===== src/mtrp_pkg.sv =====
// ----------------------------------------------------------------------------
// mtrp_pkg
// Types and constants of the Modbus TCP request parser: parser states,
// status codes, function kinds, register indexes and stream widths.
// ----------------------------------------------------------------------------
package mtrp_pkg;

  // Parser position within the request, one-hot
  typedef enum logic [14:0] {
    S_TID0  = 15'b000000000000001,
    S_TID1  = 15'b000000000000010,
    S_PID0  = 15'b000000000000100,
    S_PID1  = 15'b000000000001000,
    S_LEN0  = 15'b000000000010000,
    S_LEN1  = 15'b000000000100000,
    S_UID   = 15'b000000001000000,
    S_FUNC  = 15'b000000010000000,
    S_ADDR0 = 15'b000000100000000,
    S_ADDR1 = 15'b000001000000000,
    S_NUM0  = 15'b000010000000000,
    S_NUM1  = 15'b000100000000000,
    S_DLEN  = 15'b001000000000000,
    S_DATA  = 15'b010000000000000,
    S_SKIP  = 15'b100000000000000
  } parse_state_t;

  // Output sequencer, one-hot
  typedef enum logic [2:0] {
    C_PARSE = 3'b001,
    C_SUM   = 3'b010,
    C_DATA  = 3'b100
  } ctl_state_t;

  typedef enum logic [1:0] {
    K_READ   = 2'd0,
    K_SINGLE = 2'd1,
    K_MULTI  = 2'd2
  } func_kind_t;

  localparam logic [2:0] ST_NONE = 3'd0;
  localparam logic [2:0] ST_OK   = 3'd1;
  localparam logic [2:0] ST_PID  = 3'd2;
  localparam logic [2:0] ST_FUNC = 3'd3;
  localparam logic [2:0] ST_LEN  = 3'd4;

  localparam int CfgAddrW = 2;
  localparam logic [CfgAddrW-1:0] CFG_READ_FC    = 2'd0;
  localparam logic [CfgAddrW-1:0] CFG_WMULTI_FC  = 2'd1;
  localparam logic [CfgAddrW-1:0] CFG_WSINGLE_FC = 2'd2;

  localparam int InDataW  = 8;
  localparam int OutFieldW = 115;
  localparam int OutDataW = 120;
  localparam int OutPadW  = OutDataW - OutFieldW;

endpackage


===== src/modbus_tcp_request_parser.sv =====
// ----------------------------------------------------------------------------
// modbus_tcp_request_parser
// Parses MBAP header and request PDU from a byte stream, buffers the
// write-multiple payload and reports one summary per chunk, plus the payload when it is complete.
// ----------------------------------------------------------------------------
// Throughput: one byte per cycle while parsing.
// Output: after the chunk-end transfer the summary passes through the C_SUM
//   state into the output register, then one payload item per cycle while the
//   receiver accepts, paced by the payload RAM's registered read.
// Input is held off from the chunk end until the last item of that chunk is
//   loaded into the output register.
// Reset: control, status and header fields cleared; the payload RAM is not.
module modbus_tcp_request_parser #(
  parameter int MAX_PAYLOAD = 32
) (
  input  logic                              clk,
  input  logic                              rst,
  input  logic                              cfg_we,
  input  logic [mtrp_pkg::CfgAddrW-1:0]     cfg_addr,
  input  logic [7:0]                        cfg_wdata,
  input  logic                              s_tvalid,
  output logic                              s_tready,
  // [7:0] rx_byte
  input  logic [mtrp_pkg::InDataW-1:0]      s_tdata,
  input  logic                              s_tlast,
  output logic                              m_tvalid,
  input  logic                              m_tready,
  // [2:0] status, [18:3] transaction_id, [34:19] protocol_id,
  // [50:35] frame_length, [58:51] unit_id, [66:59] function_code,
  // [82:67] register_address, [98:83] register_count, [106:99] byte_count,
  // [114:107] payload_byte, [119:115] zero
  output logic [mtrp_pkg::OutDataW-1:0]     m_tdata,
  // [0] is_payload
  output logic                              m_tuser,
  output logic                              m_tlast
);
  import mtrp_pkg::*;

  localparam int AW = $clog2(MAX_PAYLOAD);
  localparam logic [7:0] MaxPl = 8'(MAX_PAYLOAD);

  logic [7:0] read_fc, wmulti_fc, wsingle_fc;

  parse_state_t parse_state, parse_state_next;
  ctl_state_t   ctl;
  func_kind_t   func_kind;
  logic [2:0]   pend_status, pend_status_next;
  logic [7:0]   payload_seen, payload_seen_next;
  logic [15:0]  tid_reg, pid_reg, len_reg, addr_reg, count_reg;
  logic [7:0]   uid_reg, func_reg, bytecount_reg;

  logic [2:0]   emit_status;
  logic         emit_pl;
  logic [AW-1:0] rd_idx;

  logic [7:0]   mem [MAX_PAYLOAD];
  logic [7:0]   mem_q;
  logic         mem_we, rd_en;
  logic [AW-1:0] rd_addr;

  logic [2:0]   out_status;
  logic [15:0]  out_tid, out_pid, out_len, out_addr, out_count;
  logic [7:0]   out_uid, out_func, out_bc, out_pb;
  logic         out_user, out_last;

  logic         in_acc, out_free, fin_ok, fin_decide, rd_last;
  logic [7:0]   rx;
  logic [2:0]   fin_status;

  assign rx       = s_tdata;
  assign s_tready = (ctl == C_PARSE);
  assign in_acc   = s_tvalid && s_tready;
  assign out_free = !m_tvalid || m_tready;
  assign rd_last  = ({{(8-AW){1'b0}}, rd_idx} == bytecount_reg - 8'd1);

  // Next parser state, status and payload tally for the incoming byte
  always_comb begin
    parse_state_next  = parse_state;
    pend_status_next  = pend_status;
    payload_seen_next = payload_seen;
    mem_we            = 1'b0;
    unique case (parse_state)
      S_TID0:  parse_state_next = S_TID1;
      S_TID1:  parse_state_next = S_PID0;
      S_PID0:  parse_state_next = S_PID1;
      S_PID1: begin
        if ({pid_reg[15:8], rx} != 16'd0) begin
          pend_status_next = ST_PID;
          parse_state_next = S_TID0;
        end else begin
          parse_state_next = S_LEN0;
        end
      end
      S_LEN0:  parse_state_next = S_LEN1;
      S_LEN1:  parse_state_next = S_UID;
      S_UID:   parse_state_next = S_FUNC;
      S_FUNC: begin
        if (rx == read_fc || rx == wsingle_fc || rx == wmulti_fc) begin
          parse_state_next = S_ADDR0;
        end else begin
          pend_status_next = ST_FUNC;
          parse_state_next = S_TID0;
        end
      end
      S_ADDR0: parse_state_next = S_ADDR1;
      S_ADDR1: parse_state_next = S_NUM0;
      S_NUM0:  parse_state_next = S_NUM1;
      S_NUM1: begin
        if (func_kind == K_MULTI) begin
          parse_state_next = S_DLEN;
        end else begin
          pend_status_next = ST_OK;
          parse_state_next = S_TID0;
        end
      end
      S_DLEN: begin
        payload_seen_next = 8'd0;
        parse_state_next  = (rx == 8'd0) ? S_TID0 : S_DATA;
      end
      S_DATA: begin
        if (payload_seen == 8'd0 && bytecount_reg >= MaxPl) begin
          pend_status_next = ST_LEN;
          parse_state_next = S_SKIP;
        end else begin
          mem_we = in_acc && (payload_seen < MaxPl);
          if (payload_seen != 8'hff) payload_seen_next = payload_seen + 8'd1;
        end
      end
      S_SKIP:  parse_state_next = S_SKIP;
      default: parse_state_next = S_TID0;
    endcase
  end

  // Chunk-end decision on the payload
  assign fin_decide = (parse_state_next == S_DATA) && (payload_seen_next != 8'd0);
  assign fin_ok     = fin_decide && (payload_seen_next == bytecount_reg);
  assign fin_status = fin_decide ? (fin_ok ? ST_OK : ST_LEN) : pend_status_next;

  assign rd_en   = ((ctl == C_SUM) && out_free && emit_pl) ||
                   ((ctl == C_DATA) && out_free && !rd_last);
  assign rd_addr = (ctl == C_SUM) ? '0 : rd_idx + AW'(1);

  // Payload RAM
  always_ff @(posedge clk) begin
    if (mem_we) mem[payload_seen[AW-1:0]] <= rx;
    if (rd_en) mem_q <= mem[rd_addr];
  end

  // Configuration registers
  always_ff @(posedge clk) begin
    if (rst) begin
      read_fc    <= 8'd3;
      wmulti_fc  <= 8'd16;
      wsingle_fc <= 8'd6;
    end else if (cfg_we) begin
      unique case (cfg_addr)
        CFG_READ_FC:    read_fc    <= cfg_wdata;
        CFG_WMULTI_FC:  wmulti_fc  <= cfg_wdata;
        CFG_WSINGLE_FC: wsingle_fc <= cfg_wdata;
        default: ;
      endcase
    end
  end

  // Parser and header fields
  always_ff @(posedge clk) begin
    if (rst) begin
      parse_state   <= S_TID0;
      pend_status   <= ST_NONE;
      payload_seen  <= 8'd0;
      func_kind     <= K_READ;
      tid_reg       <= '0;
      pid_reg       <= '0;
      len_reg       <= '0;
      uid_reg       <= '0;
      func_reg      <= '0;
      addr_reg      <= '0;
      count_reg     <= '0;
      bytecount_reg <= '0;
      emit_status   <= ST_NONE;
      emit_pl       <= 1'b0;
    end else if (in_acc) begin
      unique case (parse_state)
        S_TID0:  tid_reg <= {rx, 8'd0};
        S_TID1:  tid_reg <= {tid_reg[15:8], rx};
        S_PID0:  pid_reg <= {rx, 8'd0};
        S_PID1:  pid_reg <= {pid_reg[15:8], rx};
        S_LEN0:  len_reg <= {rx, 8'd0};
        S_LEN1:  len_reg <= {len_reg[15:8], rx};
        S_UID:   uid_reg <= rx;
        S_FUNC: begin
          func_reg <= rx;
          // classify once: read, then single write, then multiple write
          if (rx == read_fc)         func_kind <= K_READ;
          else if (rx == wsingle_fc) func_kind <= K_SINGLE;
          else if (rx == wmulti_fc)  func_kind <= K_MULTI;
        end
        S_ADDR0: addr_reg <= {rx, 8'd0};
        S_ADDR1: addr_reg <= {addr_reg[15:8], rx};
        S_NUM0:  if (func_kind != K_SINGLE) count_reg <= {rx, 8'd0};
        S_NUM1:  count_reg <= (func_kind == K_SINGLE) ? 16'd1 : {count_reg[15:8], rx};
        S_DLEN:  bytecount_reg <= rx;
        default: ;
      endcase
      if (s_tlast) begin
        // restart the parse for the next chunk
        parse_state  <= S_TID0;
        pend_status  <= ST_NONE;
        payload_seen <= 8'd0;
        emit_status  <= fin_status;
        emit_pl      <= fin_ok;
      end else begin
        parse_state  <= parse_state_next;
        pend_status  <= pend_status_next;
        payload_seen <= payload_seen_next;
      end
    end
  end

  // Output sequencer and output register
  always_ff @(posedge clk) begin
    if (rst) begin
      ctl      <= C_PARSE;
      m_tvalid <= 1'b0;
      rd_idx   <= '0;
    end else begin
      if ((ctl == C_SUM || ctl == C_DATA) && out_free) m_tvalid <= 1'b1;
      else if (m_tready) m_tvalid <= 1'b0;
      unique case (ctl)
        C_PARSE: if (in_acc && s_tlast) ctl <= C_SUM;
        C_SUM: begin
          if (out_free) begin
            rd_idx   <= '0;
            ctl      <= emit_pl ? C_DATA : C_PARSE;
          end
        end
        C_DATA: begin
          if (out_free) begin
            if (rd_last) ctl <= C_PARSE;
            else rd_idx <= rd_idx + AW'(1);
          end
        end
        default: ctl <= C_PARSE;
      endcase
    end
  end

  // Output payload register
  always_ff @(posedge clk) begin
    if ((ctl == C_SUM || ctl == C_DATA) && out_free) begin
      out_tid   <= tid_reg;
      out_pid   <= pid_reg;
      out_len   <= len_reg;
      out_uid   <= uid_reg;
      out_func  <= func_reg;
      out_addr  <= addr_reg;
      out_count <= count_reg;
      out_bc    <= bytecount_reg;
      if (ctl == C_SUM) begin
        out_status <= emit_status;
        out_pb     <= 8'd0;
        out_user   <= 1'b0;
        out_last   <= !emit_pl;
      end else begin
        out_status <= ST_OK;
        out_pb     <= mem_q;
        out_user   <= 1'b1;
        out_last   <= rd_last;
      end
    end
  end

  assign m_tdata = {{OutPadW{1'b0}}, out_pb, out_bc, out_count, out_addr, out_func,
                    out_uid, out_len, out_pid, out_tid, out_status};
  assign m_tuser = out_user;
  assign m_tlast = out_last;

  a_payload_ok: assert property (@(posedge clk) disable iff (rst)
    m_tvalid && m_tuser |-> out_status == ST_OK)
    else $error("payload item without ok status");

  a_rd_in_range: assert property (@(posedge clk) disable iff (rst)
    ctl == C_DATA |-> {{(8-AW){1'b0}}, rd_idx} < bytecount_reg)
    else $error("payload read beyond byte count");

  a_restart: assert property (@(posedge clk) disable iff (rst)
    in_acc && s_tlast |=> ctl == C_SUM && parse_state == S_TID0 &&
                          pend_status == ST_NONE && payload_seen == 8'd0)
    else $error("parser not restarted at chunk end");

  a_no_write_on_emit: assert property (@(posedge clk) disable iff (rst)
    ctl != C_PARSE |-> !mem_we && !s_tready)
    else $error("payload written while replaying");

endmodule


===== config.mk =====
export PLATFORM = sky130hd
export DESIGN_NAME = modbus_tcp_request_parser
export DESIGN_NICKNAME = d
export VERILOG_FILES = /design/src/mtrp_pkg.sv /design/src/modbus_tcp_request_parser.sv
export SDC_FILE = /design/constraint.sdc
export NUM_CORES = 1
export LEC_CHECK = 0
export BUFFER_PORTS_ARGS = -buffer_cell sky130_fd_sc_hd__buf_2
export CORE_ASPECT_RATIO = 0.5
export CORE_MARGIN = 2
export CORE_UTILIZATION = 45
export CTS_BUF_LIST = sky130_fd_sc_hd__clkbuf_2 sky130_fd_sc_hd__clkbuf_4 sky130_fd_sc_hd__clkbuf_8
export CTS_CLUSTER_SIZE = 40
export DETAILED_ROUTE_END_ITERATION = 12
export SYNTH_ARGS = -nofsm -noshare
export SYNTH_HDL_FRONTEND = slang
export SYNTH_SLANG_ARGS = --single-unit

===== constraint.sdc =====
create_clock -name clk -period 17.4 [get_ports clk]
set_clock_uncertainty 0.1 [all_clocks]
set_input_delay 4.35 -clock clk [delete_from_list [all_inputs] [get_ports clk]]
set_output_delay 4.35 -clock clk [all_outputs]
set_load 0.1 [all_outputs]

* Yosys cells after proc, flatten, opt, wreduce, memory -nomap -nowiden
Memories as Yosys holds them, arrays and structs flattened. A register that Yosys moved wholly into a read port is not among the register bits. Index checks and enable logic that the tools add are counted.
Storage, ports and cells: bits in registers 286, latch bits 0, RAM bits 256, ROM bits 0, word-level logic and storage cells 184, memories 1
Memory list:
- mem | depth 32, bits a word 8, read ports 1, clocked after memory_dff 1, write ports 1, RTL line modbus_tcp_request_parser.sv:56 | logic [7:0] mem [MAX_PAYLOAD];
Operators by class: $add $sub $neg 3, multipliers 0, div/mod/pow operators 0, order comparisons 2, equal/unequal tests 37, shifts and indexed selects 0, muxes and demuxes 48, bitwise logic cells 4, reduce and logical (&&, ||, !) cells 52
Operators with widths (number):
- $pmux W15 S15 | 1
- $pmux W16 S2 | 5
- $mux W3 | 12
- $eq A8 B8 Y1 | 4
- $mux W16 | 2
- $eq A15 B14 Y1 const B | 2
- $mux W15 | 2
- $mux W5 | 5
- $mux W8 | 3
- $reduce_and A2 Y1 | 11
- $reduce_and A3 Y1 | 6
- $logic_not A8 Y1 | 2
- $pmux W8 S2 | 1
- $reduce_bool A16 Y1 | 1
- $eq A15 B1 Y1 const B | 1
- $eq A15 B10 Y1 const B | 1
- $eq A15 B11 Y1 const B | 1
- $eq A15 B12 Y1 const B | 1
- $eq A15 B13 Y1 const B | 1
- $eq A15 B15 Y1 const B | 1
- $eq A15 B2 Y1 const B | 1
- $eq A15 B3 Y1 const B | 1
- $eq A15 B4 Y1 const B | 1
- $eq A15 B5 Y1 const B | 1
- other kinds (35) | 79

* Longest topological paths before layout
depth in word-level cells 10, mapped depth 12, mapped depth without buffers 10

* Worst setup path after synthesis
Ideal clock, no wire load.
path type input-to-reg, start input port m_tready, end register out_last (netlist: m_tlast) (enable), library setup time 0.594 ns, arrival time 9.619 ns, slack 7.086 ns, cell stages on the path 3, path through nor2b_1 > or2_2 > nor2_1
On the way: longest elaborated chain between the ends 2
Ends and longest elaborated chain:
- from (decl) | RTL line modbus_tcp_request_parser.sv:27 | input logic m_tready,
- $logic_or A1 B1 Y1 | RTL line modbus_tcp_request_parser.sv:73 | assign out_free = !m_tvalid || m_tready;
- $logic_and A1 B1 Y1 | RTL line modbus_tcp_request_parser.sv:250 | if ((ctl == C_SUM || ctl == C_DATA) && out_free) begin
- to (signal assigned) | RTL line modbus_tcp_request_parser.sv:263 | out_last <= !emit_pl;
- to (signal assigned) | RTL line modbus_tcp_request_parser.sv:268 | out_last <= rd_last;
- to (decl) | RTL line modbus_tcp_request_parser.sv:64 | logic out_user, out_last;
Every way passes these cells. A chain may end at the register's enable or synchronous reset.

* Worst setup path in the final report
start input port s_tdata[4] in the netlist's numbering, end register emit_status[2]
On the way: longest elaborated chain between the ends 10, elaborated cells between the ends (all ways) 19
Ends and longest elaborated chain:
- from (decl) | RTL line modbus_tcp_request_parser.sv:24 | input logic [mtrp_pkg::InDataW-1:0] s_tdata,
- $eq A8 B8 Y1 | RTL line modbus_tcp_request_parser.sv:98 | if (rx == read_fc || rx == wsingle_fc || rx == wmulti_fc) begin
- $logic_or A1 B1 Y1 (2 in a row) | RTL line modbus_tcp_request_parser.sv:98
- $mux W9 | RTL line modbus_tcp_request_parser.sv:98
- $pmux W15 S15 | RTL line modbus_tcp_request_parser.sv:82 | unique case (parse_state)
- $eq A15 B14 Y1 | RTL line modbus_tcp_request_parser.sv:135 | assign fin_decide = (parse_state_next == S_DATA) && (payload_seen_next != 8'd0);
- $logic_and A1 B1 Y1 | RTL line modbus_tcp_request_parser.sv:135
- $logic_and A1 B1 Y1 | RTL line modbus_tcp_request_parser.sv:136 | assign fin_ok = fin_decide && (payload_seen_next == bytecount_reg);
- $mux W3 | RTL line modbus_tcp_request_parser.sv:137 | assign fin_status = fin_decide ? (fin_ok ? ST_OK : ST_LEN) : pend_status_next;
- $mux W3 (*) | RTL line modbus_tcp_request_parser.sv:137
- to (signal assigned) | RTL line modbus_tcp_request_parser.sv:210 | emit_status <= fin_status;
- to (decl) | RTL line modbus_tcp_request_parser.sv:52 | logic [2:0] emit_status;
Every way passes the cells marked *; elsewhere a longest branch is shown, timed or not.

==> flow_results.xml <==
<?xml version="1.0" encoding="UTF-8"?>
<metrics>
  <group name="status">
    <metric name="outcome" unit="">finished, final reports clean</metric>
  </group>
  <group name="critical_path">
    <metric name="cp_cell_sequence" unit="">buf_2 -&gt; buf_4 -&gt; or4_1 -&gt; nor4_1 -&gt; nand2_1 -&gt; o2111ai_1 -&gt; o21a_1 -&gt; nor3b_1 -&gt; a221oi_1 -&gt; a21oi_1</metric>
    <metric name="cell_count_along_the_critical_path" unit="">10</metric>
    <metric name="worst-path-max-fanout" unit="">49</metric>
    <metric name="reg2reg_depth" unit="">11</metric>
    <metric name="endpoint_kind" unit="">flip-flop</metric>
    <metric name="critPathKind" unit="">input pin to flip-flop</metric>
    <metric name="cp_top_family" unit="">simple AND/OR/NAND/NOR gates</metric>
    <metric name="arrival" unit="ns">6.97</metric>
    <metric name="timing.critical_path.buf_inv" unit="">2</metric>
    <metric name="critPathLaunchType" unit="">input pin</metric>
    <metric name="crit_required" unit="ns">17.85</metric>
    <metric name="critical_path.max_stage_delay" unit="ns">0.76</metric>
    <metric name="crit_start" unit="">s_tdata[4]</metric>
    <metric name="crit_path_top_delay_cell" unit="">sky130_fd_sc_hd__or4_1</metric>
    <metric name="origin_of_the_critical_flop_to_flop_path" unit="">ctl[1]$_SDFFE_PP0P_</metric>
  </group>
  <group name="finish">
    <metric name="most_common_library_cell_in_the_layout_ignoring_fill_and_taps" unit="">sky130_fd_sc_hd__edfxtp_1</metric>
    <metric name="largest_register_ff_count" unit="">256</metric>
    <metric name="antenna_cells_inserted" unit="">0</metric>
    <metric name="flow.area_growth_from_synthesis" unit="%">13.2</metric>
    <metric name="nets" unit="">1868</metric>
    <metric name="fillers" unit="">4170</metric>
    <metric name="post_layout_nonfiller_instances" unit="">2548</metric>
    <metric name="post-route-util" unit="%">51.5</metric>
    <metric name="final_layout_size_suffix_gt1_share" unit="%">18.6</metric>
    <metric name="most-common-layout-cells" unit="">381 x sky130_fd_sc_hd__edfxtp_1, 225 x sky130_fd_sc_hd__nor2_1, 168 x sky130_fd_sc_hd__dfxtp_1</metric>
  </group>
  <group name="worst_hold_path">
    <metric name="min_path_type" unit="">flip-flop to flip-flop</metric>
    <metric name="min_delay_path_depth" unit="">0</metric>
    <metric name="min-delay-start" unit="">count_reg[0]$_SDFFE_PP0P_</metric>
  </group>
  <group name="route">
    <metric name="detail_route.vias_per_cell" unit="">5.58</metric>
    <metric name="route.antenna.remaining_nets" unit="">0</metric>
    <metric name="avgRoutedWirePerCell" unit="um">21.5</metric>
    <metric name="drt-initial-drc-count" unit="">1514</metric>
    <metric name="drt_pre_antenna_iters" unit="">6</metric>
    <metric name="routed_wirelength" unit="um">54800</metric>
    <metric name="detailroute.via_count" unit="">14200</metric>
    <metric name="drc" unit="">0</metric>
  </group>
  <group name="logic_synthesis">
    <metric name="ys_warn_count" unit="">0</metric>
    <metric name="synth-seq-cells" unit="">550</metric>
    <metric name="synth_enable_flop_cells" unit="">381</metric>
    <metric name="synth.yosys.seq_area_share" unit="%">67.2</metric>
    <metric name="synth_cell_types" unit="">80</metric>
    <metric name="ys_dominant_reg_cell" unit="">sky130_fd_sc_hd__edfxtp_1</metric>
    <metric name="post_synth.cell_area_avg" unit="um^2">13.0</metric>
    <metric name="postSynthCellCount" unit="">1701</metric>
    <metric name="synth_async_sr_flop_share" unit="%">0</metric>
    <metric name="synth.cell_area" unit="um^2">22100</metric>
  </group>
  <group name="floorplanning">
    <metric name="rows" unit="">57</metric>
    <metric name="die_width" unit="um">317</metric>
    <metric name="core_region_area" unit="um^2">48400</metric>
    <metric name="y_dimension_of_the_die" unit="um">161</metric>
    <metric name="design.die.area" unit="um^2">50900</metric>
    <metric name="effective_utilization_at_floorplan" unit="%">45.5</metric>
    <metric name="i_o_pin_count" unit="">148</metric>
  </group>
  <group name="placed_design">
    <metric name="post-place-cells" unit="">2405</metric>
    <metric name="placement.io_buffers" unit="">142</metric>
    <metric name="finalWeightedCongestion" unit="">0.867</metric>
    <metric name="place.detailed.hpwl" unit="um">32900</metric>
    <metric name="setup_slack_at_placement" unit="ns">10.29</metric>
  </group>
  <group name="cts">
    <metric name="tritoncts" unit="">built</metric>
    <metric name="cts-root-to-sink-buffers" unit="">3</metric>
    <metric name="root_buffer" unit="">sky130_fd_sc_hd__clkbuf_8</metric>
    <metric name="cts_bufs_inserted" unit="">79</metric>
    <metric name="postCtsHoldBufs" unit="">0</metric>
    <metric name="count_of_cells_resized_by_post_cts_repair" unit="">0</metric>
    <metric name="number_of_h_tree_branching_levels" unit="">3</metric>
    <metric name="clkSlewWorstSetupHoldPaths" unit="ns">0.07</metric>
    <metric name="postCtsSetupRepairBufs" unit="">0</metric>
    <metric name="insertion_delay" unit="ns">0.65</metric>
    <metric name="clkSinkCount" unit="">550</metric>
  </group>
  <group name="sta">
    <metric name="fin_setup_tns" unit="ns">0</metric>
    <metric name="hold_viol_final" unit="">0</metric>
    <metric name="final_setup_violations" unit="">0</metric>
    <metric name="slew_headroom" unit="%">21.4</metric>
    <metric name="timing.fmax" unit="MHz">153</metric>
    <metric name="final.period_utilization" unit="%">37.5</metric>
    <metric name="timing_worst_slew_pin_value" unit="ns">1.18</metric>
    <metric name="period_minus_slack" unit="ns">6.52</metric>
    <metric name="worst_slack" unit="ns">10.88</metric>
    <metric name="slew_viol_final" unit="">0</metric>
    <metric name="unrepaired_setup_endpoints_after_global_routing" unit="">no</metric>
  </group>
  <group name="power_and_ir_drop">
    <metric name="power.leakage" unit="nW">8.22</metric>
    <metric name="power.total" unit="mW">2.53</metric>
    <metric name="cellPowerDensity" unit="nW/um^2">102</metric>
    <metric name="vdd.ir_drop.worst" unit="mV">0.0514</metric>
  </group>
  <group name="grt">
    <metric name="grt_use_total" unit="%">21.8</metric>
    <metric name="initial_antenna_violation_count" unit="">0</metric>
    <metric name="grt_first_pass_wirelength" unit="um">84900</metric>
    <metric name="gr-total-overflow" unit="">0</metric>
    <metric name="maximum_number_of_pins_on_one_net_before_global_route_repair" unit="">100</metric>
    <metric name="first_global_vias" unit="">14100</metric>
  </group>
  <group name="run">
    <metric name="max_cap_violations" unit="">0</metric>
  </group>
</metrics>
logic make-up after synthesis:
kind of cell             synth area share, %
buffers and inverters                   2.48
flip-flops                              67.2
other                                 0.0170
XOR/XNOR                                1.51
adder cells (fa/ha/maj)                0.397
AO/OA/AOI/OAI                           9.63
multiplexers                            7.09
AND/OR/NAND/NOR                         11.7
through the flow:
step | hold slack, ns | instance area, um^2
after floorplan | 0.306 | 22100
after global placement | 0.311 | 23400
after detailed placement | 0.316 | 23400
after CTS | 0.325 | 25000
after global routing | 0.334 | 25000
final | 0.329 | 25000
final cells by class:
class	count	area [um^2]	area share, %
clock buffer	124	1470	5.88
multi-input combinational	1021	6750	27.0
inverter	14	52.6	0.211
sequential	550	14800	59.4
tap	649	812	3.25
clock inverter	19	120	0.481
timing repair buffer	171	935	3.74
cell usage after synthesis (10+ instances only):
library cell                 n  area, um^2
sky130_fd_sc_hd__edfxtp_1  381       11400
sky130_fd_sc_hd__nor2_1    226         848
sky130_fd_sc_hd__dfxtp_1   169        3380
sky130_fd_sc_hd__mux2i_1   100        1000
sky130_fd_sc_hd__clkbuf_1   94         353
sky130_fd_sc_hd__a21oi_1    79         395
sky130_fd_sc_hd__nand2_1    76         285
sky130_fd_sc_hd__o21ai_0    55         275
sky130_fd_sc_hd__a22oi_1    51         383
sky130_fd_sc_hd__or3_1      35         219
sky130_fd_sc_hd__nor3_1     34         170
sky130_fd_sc_hd__o211ai_1   33         248
sky130_fd_sc_hd__xnor2_1    29         254
sky130_fd_sc_hd__mux4_2     24         541
sky130_fd_sc_hd__nand4_1    24         150
sky130_fd_sc_hd__nand3_1    23         115
sky130_fd_sc_hd__o221ai_1   15         131
sky130_fd_sc_hd__and2_1     14        87.6
sky130_fd_sc_hd__nor2b_1    14        87.6
sky130_fd_sc_hd__and3_1     12        75.1
sky130_fd_sc_hd__inv_1      12        45.0
sky130_fd_sc_hd__buf_1      11        41.3
sky130_fd_sc_hd__o22ai_1    11        68.8
sky130_fd_sc_hd__nand2b_1   10        62.6
sky130_fd_sc_hd__nor3b_1    10        75.1
metal layers:
layer,vias up,GRT usage (%),routed length [um]
met5,-,0,0
met4,0,5.72,869
met3,78,3.81,3180
met2,437,34.4,26300
met1,7023,31.2,24400
li1,6678,-,-
worst register-to-register path, cell delays in order, from the launching register on:
cell and delay, ns:
sky130_fd_sc_hd__dfxtp_1 0.36, sky130_fd_sc_hd__nor2b_1 0.29, sky130_fd_sc_hd__nor2b_2 0.19, sky130_fd_sc_hd__buf_4 0.40, sky130_fd_sc_hd__inv_2 0.35, sky130_fd_sc_hd__nand2_2 0.31, sky130_fd_sc_hd__buf_4 0.57, sky130_fd_sc_hd__mux4_2 0.66
sky130_fd_sc_hd__nor2b_1 0.16, sky130_fd_sc_hd__a211oi_1 0.33, sky130_fd_sc_hd__a21oi_1 0.12, sky130_fd_sc_hd__a21o_1 0.22
power by group:
part	leakage [nW]	internal, mW	total, mW	switching [mW]
Clock	0.843	0.551	1.03	0.482
Sequential	4.68	1.40	1.40	0.00459
Combinational	2.70	0.0195	0.0961	0.0766
Total	8.22	1.97	2.53	0.563
path summary, 6_finish.rpt:
check	to	slack [ns]
hold / removal	out_count[0]$_DFFE_PP_	0.33
hold reg to reg	out_count[0]$_DFFE_PP_	0.33
setup / recovery	emit_status[2]$_SDFFE_PP0P_	10.88
setup reg to reg	mem_q[3]$_DFFE_PP_	13.11
Power figures use the tool's default switching activity.
